$ cat config.mk
export PLATFORM = sky130hd
export DESIGN_NAME = wrms_isqrt
export DESIGN_NICKNAME = d
export VERILOG_FILES = /design/src/rtl/wrms_pkg.sv /design/src/rtl/wrms_isqrt.sv
export SDC_FILE = /design/constraint.sdc
export NUM_CORES = 1
export LEC_CHECK = 0
export BUFFER_PORTS_ARGS = -buffer_cell sky130_fd_sc_hd__buf_2
export CAP_MARGIN = 15
export CORE_UTILIZATION = 38
export CTS_BUF_LIST = sky130_fd_sc_hd__clkbuf_8
export CTS_CLUSTER_SIZE = 16
export DETAILED_ROUTE_END_ITERATION = 10
export PLACE_DENSITY = 0.53
export SLEW_MARGIN = 25
export SYNTH_ARGS = -nofsm -noshare
export SYNTH_HDL_FRONTEND = slang
export SYNTH_SLANG_ARGS = --single-unit
$ cat constraint.sdc
create_clock -name clk -period 9.1 [get_ports clk]
set_input_delay 2.73 -clock clk [delete_from_list [all_inputs] [get_ports clk]]
set_output_delay 2.73 -clock clk [all_outputs]
set_load 0.02 [all_outputs]
$ cat src/rtl/wrms_pkg.sv
// ----------------------------------------------------------------------------
// wrms_pkg
// Shared types and constants for the 4x4 sliding-window rms filter.
// ----------------------------------------------------------------------------
package wrms_pkg;

	// geometry
	localparam int MAX_LINE = 256;
	localparam int WIN      = 4;
	localparam int LINES    = WIN - 1;

	// field and counter widths
	localparam int PIX_W   = 8;
	localparam int WIDTH_W = 9;
	localparam int COL_W   = 8;
	localparam int ROW_W   = 2;
	localparam int SUM_W   = 20;
	localparam int ROOT_W  = 10;
	localparam int IDX_W   = 4;

	// line-store word: one byte per stored row, oldest row in the low byte
	localparam int LS_W = LINES * PIX_W;

	localparam logic [WIDTH_W-1:0] WIDTH_MIN   = WIDTH_W'(WIN);
	localparam logic [WIDTH_W-1:0] WIDTH_MAX   = WIDTH_W'(MAX_LINE);
	localparam logic [WIDTH_W-1:0] WIDTH_RESET = WIDTH_W'(MAX_LINE);
	localparam logic [ROW_W-1:0]   ROW_LAST    = ROW_W'(LINES);
	localparam logic [WIDTH_W-1:0] COL_FIRST   = WIDTH_W'(LINES);
	localparam logic [IDX_W-1:0]   IDX_LAST    = IDX_W'(WIN * WIN - 1);

	// input word
	typedef struct packed {
		logic [PIX_W-1:0] pixel;
		logic             start_of_frame;
	} in_word_t;

	// result word
	typedef struct packed {
		logic [PIX_W-1:0] rms_value;
		logic             window_valid;
	} out_word_t;

	// sequencer states
	typedef enum logic [2:0] {
		ST_IDLE,
		ST_LOAD,
		ST_SUM,
		ST_START,
		ST_ROOT,
		ST_EMIT
	} state_t;

endpackage

$ cat src/rtl/wrms_isqrt.sv
// ----------------------------------------------------------------------------
// wrms_isqrt
// Iterative floor square root, one result bit per cycle (digit-by-digit).
// ----------------------------------------------------------------------------
module wrms_isqrt (
	input  logic                           clk,
	input  logic                           arst_n,
	input  logic                           start,
	input  logic [wrms_pkg::SUM_W-1:0]     radicand,
	output logic                           done,
	output logic [wrms_pkg::ROOT_W-1:0]    root
);
	import wrms_pkg::*;

	localparam logic [SUM_W-2:0] BIT_TOP = (SUM_W-1)'(1) << (SUM_W - 2);

	logic [SUM_W-1:0] rem_q;
	logic [SUM_W-1:0] root_q;
	logic [SUM_W-2:0] bit_q;
	logic             busy_q;
	logic             done_q;
	logic [SUM_W:0]   trial;
	logic             fits;

	// trial subtraction for the current bit pair
	assign trial = {1'b0, root_q} + {2'b00, bit_q};
	assign fits  = ({1'b0, rem_q} >= trial);

	// control
	always_ff @(posedge clk or negedge arst_n) begin
		if (!arst_n) begin
			busy_q <= 1'b0;
			done_q <= 1'b0;
		end else begin
			done_q <= 1'b0;
			if (start) begin
				busy_q <= 1'b1;
			end else if (busy_q && bit_q == (SUM_W-1)'(1)) begin
				busy_q <= 1'b0;
				done_q <= 1'b1;
			end
		end
	end

	// datapath
	always_ff @(posedge clk) begin
		if (start) begin
			rem_q  <= radicand;
			root_q <= '0;
			bit_q  <= BIT_TOP;
		end else if (busy_q) begin
			if (fits) begin
				rem_q  <= rem_q - trial[SUM_W-1:0];
				root_q <= (root_q >> 1) + {1'b0, bit_q};
			end else begin
				root_q <= root_q >> 1;
			end
			bit_q <= bit_q >> 2;
		end
	end

	assign done = done_q;
	assign root = root_q[ROOT_W-1:0];

endmodule

==> flow_results.org, run 1 <==
** Floorplanning
- Initial cell density of the core :: 0.3978
- Die X-Extent :: 109.5 um
- Die area :: 11,980 um2
- I/O Pins :: 34
- The floorplan has 38 rows.
- Height of the die :: 109.5 um
- Area of the core :: 11,030 um2

** Timing
- Final Max Slew Viols :: 0
- For the pin with the worst max-slew slack, the measured transition is between 700 and 800 ps.
- Post-route clock period utilization :: 0.5146
- Fin. Hold Viols :: 0
- Post-route minimum period :: 4683 ps
- Worst-case headroom to the max-slew limit :: 0.5288
- Static timing analysis puts the maximum clock frequency at ~210 MHz.
- Between clock sinks in the finished design, the worst skew comes to 9.525 ps.
- After routing, the total negative slack on setup checks comes to 0 ps.
- Setup violations remaining at the end of the flow were counted as 0.
- Setup repair after global routing missed its margin :: false

** Final layout
- Layout overhead on the synthesized area :: 8.326%
- Most common cell after layout, fill and taps aside :: sky130_fd_sc_hd__nand2_1
- Antenna diode count :: 0
- Leaving out fill and tap cells, the most frequent cells in the layout are 55 x sky130_fd_sc_hd__nand2_1, 45 x sky130_fd_sc_hd__nor2_1, 42 x sky130_fd_sc_hd__ha_1.
- Fin nets :: 602
- Fraction of layout instances using a drive strength above 1 :: 0.1024
- Excluding fillers, the count of instances in the completed layout stands at 677.

** Yosys
- In the synthesized netlist, the number of instances is 520.
- Summing every instance area after synthesis gives 4388 um2.
- Part of the Yosys area used for sequential elements :: 0.2851
- The number of nets handed over by synthesis was ~590.
- Async set-or-reset flop fraction in the synthesized netlist :: 0.03846
- Count of flip-flops with a built-in enable after synthesis :: 20
- Counting distinct cell types in the post-synthesis netlist gives 59.
- Post-synthesis average cell area :: 8.438 um2
- Main flop type after synthesis :: sky130_fd_sc_hd__dfxtp_1
- In this run, synthesis produced a sequential element count of 52.
- Yosys printed 0 warnings.

** Hold path
- Hold Crit Start :: root_q[0]
- Cell count of the worst hold path :: 2
- The min-delay analysis places its worst path in the category reg -> reg.

** Clocking
- Clock buffer count from CTS :: 5
- The longest clock path from root to sink contains 2 buffers.
- In this run, post-CTS repair resized a total of 0 instances.
- Buffers inserted to repair hold after CTS numbered 0.
- Number of H-tree levels :: 2
- Counting every sink on the clock net gives 52.
- After clock tree synthesis, the clock-pin slew on the worst setup and hold paths is 100 ps.
- CTS Root Buffer Type :: sky130_fd_sc_hd__clkbuf_8
- TritonCTS clock tree :: yes
- Clock Latency Late Sink :: 320 ps
- Total setup buffers inserted after CTS :: 0

** Critical path
- Count of cell instances traversed by the critical path :: 15
- Critical path endpoint category :: flip-flop
- The critical path starts at root_q[2].
- Kind of critical path :: reg -> reg
- Of all nets on the critical path, the largest fanout is 24.
- Required @ worst endpoint :: 9330 ps
- Cell occurring most often along the worst timing path :: sky130_fd_sc_hd__a31oi_1
- Crit path max-delay cell type :: sky130_fd_sc_hd__or4_1
- Endpoint arrival time on the critical path :: about 5000 ps
- Grouping stages by cell kind, the critical path spends the most delay in compound AO/OA/AOI/OAI gates.
- Ordered cell list for the critical path :: ha_1, a31oi_1, o21bai_1, a31oi_1, o41ai_1, a31oi_1, xor2_1, ha_1, nand2_1, o21ai_1, o41ai_2, o21ai_2, o21ai_4, or4_1, a311oi_1
- Reg2Reg Launch Point :: root_q[2]
- Startpoint Class :: flip-flop
- The critical path contains buffers and inverters numbering 0 combined.
- In this design, the stage delay of the slowest critical-path cell is 570 ps.
- For the worst flop-to-flop path, the logic depth is 15.

** Status
- The flow ran to the end, and the final reports show no timing, DRC or antenna violations.

** GRT
- Initial antenna violation count :: 0
- The first global-routing pass estimated approximately 18 mm of wire.
- Largest net degree at the start of global routing :: 69
- The via count of the first global-routing pass came to 3,572.
- In the global route stage, overall resource usage came out at 0.1909.
- Global route overflow :: 0

** Place
- Number of I/O port buffers :: 33
- The HPWL after detailed placement is between 8 and 9 mm.
- Inst Count DP :: ~670
- The congestion estimate from routability-driven global placement came to 0.8312.

** Power
- Cell internal power dissipation :: 684.3 uW
- For this design the static power due to leakage is 0.001945 uW.
- Relative contribution of sequential cells to total power :: 0.298
- Proportion of power drawn by combinational gates :: 0.536
- Across the VDD grid, the largest voltage drop is 127.5 uV.
- Net switching power :: about 490 uW
- Clock network fraction of total power :: 0.167
- For this design the ratio of total power to cell area is around 250 nW/um2.
- Of the total power, the share spent switching nets is 0.4150.

** Detailed routing
- Pre-Repair DR Iteration Count :: 4
- For this run, design rule violations remaining after detail routing come to 0.
- Vias after detailed routing :: 3,846
- 1st-iter DRT viols :: 240
- Dividing the detail-routed wire length by the instance count gives 16.01 um.
- The routed design has 10.84 mm of wire.
- Vias/cell :: 5.681
- Residual antenna-violating net count after detailed routing :: 0

** Flow run
- Across the run, the number of max-cap violations was 0.
[per-stage QoR]
stage	util	power [uW]	hold WS [ps]	instance area [um2]	worst slack, ps
floorplan	-	846.3	479.5	4388	3889
global placement	0.4182	967.1	511.5	4613	4282
detailed placement	0.4182	974.3	517.2	4613	4218
CTS	0.4302	1173	532.2	4746	4185
global route	0.4309	1265	573.7	4753	3920
finish	0.4309	1170	519.4	4753	4417
[synthesized netlist by cell type (10+ instances only)]
cell type,n,area share
sky130_fd_sc_hd__nand2_1,55,0.047
sky130_fd_sc_hd__nor2_1,45,0.038
sky130_fd_sc_hd__ha_1,42,0.12
sky130_fd_sc_hd__o21ai_0,35,0.040
sky130_fd_sc_hd__dfxtp_1,30,0.14
sky130_fd_sc_hd__a21oi_1,27,0.031
sky130_fd_sc_hd__mux2i_1,21,0.048
sky130_fd_sc_hd__edfxtp_1,20,0.14
sky130_fd_sc_hd__xnor2_1,20,0.040
sky130_fd_sc_hd__inv_1,14,0.012
sky130_fd_sc_hd__xor2_1,14,0.028
sky130_fd_sc_hd__nand3_1,13,0.015
sky130_fd_sc_hd__clkbuf_1,12,0.010
sky130_fd_sc_hd__a211oi_1,10,0.017
sky130_fd_sc_hd__a31oi_1,10,0.014
sky130_fd_sc_hd__buf_4,10,0.017
sky130_fd_sc_hd__nand2b_1,10,0.014
[cell type report]
class,instances,area [um2]
tap,140,175.2
inverter,14,52.55
sequential,52,1251
multi-input combinational,427,2954
clock buffer,5,68.82
clock inverter,3,63.81
fill,1136,6277
timing repair buffer,36,187.7
[cell families after synthesis]
| logic type | after synthesis | synth area share |
|---|---|---|
| and+or+nand+nor | 173 | 0.1893 |
| xor gates and xnor gates | 34 | 0.06787 |
| buffers and inverters | 41 | 0.04420 |
| muxes | 22 | 0.05047 |
| DFF | 52 | 0.2851 |
| AOI/OAI and AO/OA | 155 | 0.2387 |
| adders and majority gates | 43 | 0.1243 |
[tightest hold or removal path, stage by stage, from the launching register on]
cell and delay, ps:
sky130_fd_sc_hd__dfxtp_1 340, sky130_fd_sc_hd__nor2_1 90, sky130_fd_sc_hd__a211oi_1 50
[flip-flops by register name, indices dropped and copies added (netlist names)]
| name | cells |
|---|---|
| bit_q | 10 |
| busy_q | 1 |
| done | 1 |
| rem_q | 20 |
| root_q | 20 |
[final timing paths]
path	endpoint	slack, ps
worst max-delay path	root_q[15]	4420
worst min-delay path	root_q[0]	520
worst max register to register	root_q[15]	4420
worst min register to register	root_q[0]	520
max in group asynchronous	done	6830
min in group asynchronous	busy_q	2180
[routing by layer]
metal,wire (um),part of all wire,track usage
met4,71,0.0066,0.03810
met3,431,0.040,0.02253
met1,5306,0.49,0.2593
met5,0,0,0
met2,5027,0.46,0.3252
[power by group through the flow]
| stage | sequential (uW) | combinational (uW) | clock [uW] |
|---|---|---|---|
| 3_3_place_gp | 353 | 614 | 0 |
| 2_1_floorplan | 344 | 502 | 0 |
| 6_report | 348 | 626 | 195 |
| 5_1_grt | 356 | 702 | 207 |
| 4_1_cts | 349 | 624 | 200 |
| 3_5_place_dp | 355 | 620 | 0 |
(Power assumes the default switching activity.)
==> run 2, diff against run 1 <==
==> constraint.sdc (replaced) <==
create_clock -name clk -period 4.7 [get_ports clk]
set_input_delay 1.41 -clock clk [delete_from_list [all_inputs] [get_ports clk]]
set_output_delay 1.41 -clock clk [all_outputs]
set_load 0.02 [all_outputs]
==> run 2 against run 1 <==
Compared with the run above:
- setup slack got worse by 4000 ps
- core utilization increased by 0.42 points
- count of clock-buffer cells in the layout increased by 1
- via count increased by 1.5%
- largest cell class unchanged
- maximum frequency increased by 8.2%
- critical path type unchanged
- clock power increased by 52%
- combinational power increased by 100%
- final area increased by 0.97%
- non-clock buffer count increased by 9
==> flow_results.org, run 2 (synthesis results as in run 1) <==
** Final layout
- Fin nets :: 611 (+1.5%)
- Leaving out fill and tap cells, the most frequent cell in the layout is sky130_fd_sc_hd__nand2_1.
- The count of fill cells added during filler insertion came to 1,150 (+1.2%).
- Layout overhead on the synthesized area :: 9.381%
- The fraction of layout instances using a drive strength above 1 came to 0.1245 (+0.02212).
- The library cells used most frequently in the layout, excluding fill and tap cells, are 55 x sky130_fd_sc_hd__nand2_1, 45 x sky130_fd_sc_hd__nor2_1, 42 x sky130_fd_sc_hd__ha_1.
- Leading registers by flop count :: rem_q x20, root_q x20, bit_q x10
- Antenna diode count :: 0 (unchanged)
- Final core area utilization :: 0.4351 (+0.004197)

** Critical path
- CP max FO :: 11 (-54%)
- Kind of critical path :: reg -> reg
- STA classifies the critical path startpoint as a flip-flop.
- Endpoint arrival time on the critical path :: 4580 ps (-330 ps)
- Required @ worst endpoint :: 4960 ps (-4370 ps)
- The worst setup path is captured at a flip-flop.

** Detailed routing
- The final routed wirelength across all metal layers is 11.35 mm (+4.7%).
- The wire length per cell after detailed routing is 16.54 um (+3.3%).
- The number of detailed-route iterations in the first pass came to 4 (unchanged).
- Drt drc :: 0 (unchanged)
- Residual antenna-violating net count after detailed routing :: 0 (unchanged)
- The via total after detailed routing came to 3,903 (+1.5%).
- Vias/cell :: 5.690 (+0.15%)
- 1st-iter DRT viols :: 179 (-25%)

** Place
- The port buffer count was 33 (unchanged).
- The HPWL after detailed placement was 8.415 mm (+4.4%).
- Dpl ws :: 204.1 ps (-4014 ps)
- The routability-driven placement congestion ratio was 0.8054 (-3.1%).

** Timing
- The final setup violation count is 0 (unchanged).
- The worst setup skew after layout was 5.983 ps (-3.542 ps).
- Final Max Slew Viols :: 0 (unchanged)
- Fin. Hold Viols :: 0 (unchanged)
- Post-route minimum period :: 4327 ps (-356.8 ps)
- The fraction of the cycle the final worst path needs was 0.9205 (+0.4059).
- Fmax :: 231.1 MHz (+8.2%)
- Worst-case headroom to the max-slew limit :: 0.5936 (+0.06478)
- Setup repair after global routing missed its margin :: false
- Measured slew at the worst slew-check pin :: 609.0 ps (-97.84 ps)
- The worst path setup slack after routing was 373.5 ps (-4043 ps).
- The final total negative setup slack came to 0 ps (unchanged).
- Final hold slack :: 528.8 ps (+9.334 ps)

** Floorplanning
- Count of standard-cell rows :: 38 (unchanged)
- Initial cell density of the core :: 0.3978 (unchanged)
- The die area is 11,980 um2 (unchanged).
- I/O Pins :: 34 (unchanged)
- Die X-Extent :: 109.5 um (unchanged)
- The core area is 11,030 um2 (unchanged).
- Height of the die :: 109.5 um (unchanged)

** Status
- The run finished with clean final reports.

** Hold path
- Tightest Hold Check Type :: reg -> reg

** Clocking
- Clock buffer count from CTS :: 5 (unchanged)
- Clock buffer depth :: 2 (unchanged)
- The clock network latency to the later pin of the worst-skew pair is 340 ps (+20 ps).
- The clock-pin slew reported for the worst setup and hold paths after clock tree synthesis came to 100 ps (about the same).
- In this run the clock root is driven by a sky130_fd_sc_hd__clkbuf_8.
- The maximum level of the CTS H-tree came to 2 (unchanged).
- TritonCTS built the clock tree.
- The number of sinks handled by clock tree synthesis is 52 (unchanged).

** GRT
- Vias in the first global route :: 3,611 (+1.1%)
- Overall routing resource usage :: 0.2028 (+0.01197)
- The first-pass GRT wire length is 18.37 mm (+2.9%).
- Global route overflow :: 0 (unchanged)
- The initial antenna violation count came to 0 (unchanged).
- Largest net degree at the start of global routing :: 49 (-29%)

** Power
- The sequential group share of total power came to 0.302 (+0.004).
- The maximum VDD drop is 224.8 uV (+76%).
- The net switching power is 960.5 uW (+98%).
- The switching part of the total was 0.4310 (+0.01599).
- The power share of the clock group came to 0.133 (-0.034).
- Power Density :: 464.3 nW/um2 (+89%)
- The part of the total power dissipated in combinational logic is 0.565 (+0.029).
- The internal power was 1268 uW (+85%).
- The leakage power of the design is 0.001980 uW (+1.8%).

** Flow run
- The max-capacitance violation count came to 0 (unchanged).
run 2: cell types whose count changed in the layout (fill, tap and decap cells not counted), sizes merged:
cell	delta
buf	+9
bufinv	-2
clkbuf	+1
inv	+1
run 2: path summary, 6_finish.rpt:
check                           from        end  slack, ps  cells after the start
min in group asynchronous     arst_n     busy_q        840                      1
min reg2reg                root_q[0]  root_q[0]        530                      2
max in group asynchronous     arst_n       done       3770                      1
max reg2reg                root_q[2]  root_q[9]        370                     17
min                        root_q[0]  root_q[0]        530                      2
max                        root_q[2]  root_q[9]        370                     17
run 2: power groups by stage:
stage	Clock (uW)	Sequential, uW	Combinational (uW)
after global routing	324	684	1430
after detailed placement	0	681	1220
after global placement	0	685	1210
after floorplan	0	664	974
after CTS	308	673	1230
final	297	672	1260
run 2: routing by layer:
| layer | GRT usage | share of wire | vias up |
|---|---|---|---|
| met5 | 0 | 0 | - |
| met4 | 0.05429 | 0.013 | 0 |
| met3 | 0.04624 | 0.043 | 12 |
| met2 | 0.3235 | 0.45 | 70 |
| met1 | 0.2745 | 0.49 | 1822 |
| li1 | - | - | 1999 |
run 2: layout make-up:
class,instances,area [um2],area share
multi-input cells,427,2970,0.6189
clock buffers,6,82.58,0.01721
repair buffers,45,255.2,0.05318
well taps,140,175.2,0.03650
inverters,14,52.55,0.01095
flip-flops and latches,52,1251,0.2607
clock inverters,2,12.51,0.002607
run 2: worst max-delay path, cell delays in order (launching register included):
cell	delay, ps
sky130_fd_sc_hd__dfxtp_1	370
sky130_fd_sc_hd__ha_1	370
sky130_fd_sc_hd__a31oi_1	160
sky130_fd_sc_hd__o21bai_2	240
sky130_fd_sc_hd__a31oi_2	160
sky130_fd_sc_hd__o41ai_1	350
sky130_fd_sc_hd__buf_4	190
sky130_fd_sc_hd__a31oi_2	120
sky130_fd_sc_hd__xor2_1	190
sky130_fd_sc_hd__ha_1	390
sky130_fd_sc_hd__nand2_1	70
sky130_fd_sc_hd__o21ai_1	240
sky130_fd_sc_hd__o41ai_2	130
sky130_fd_sc_hd__o21ai_2	290
sky130_fd_sc_hd__o21ai_4	150
sky130_fd_sc_hd__buf_4	210
sky130_fd_sc_hd__or3_1	340
sky130_fd_sc_hd__a311oi_1	250
run 2: through the flow:
stage / instance area [um2] / std cells / power (uW)
2_1_floorplan: 4388 / 520 / 1638
3_3_place_gp: 4666 / 676 / 1893
3_5_place_dp: 4666 / 676 / 1903
4_1_cts: 4761 / 684 / 2211
5_1_grt: 4800 / 686 / 2436
6_report: 4800 / 686 / 2228
run 2: what timing repair did:
action                     CTS  global route
setup buffers                0             2
hold buffers                 0             0
setup endpoints to repair    0            35
gates resized for setup      0             4
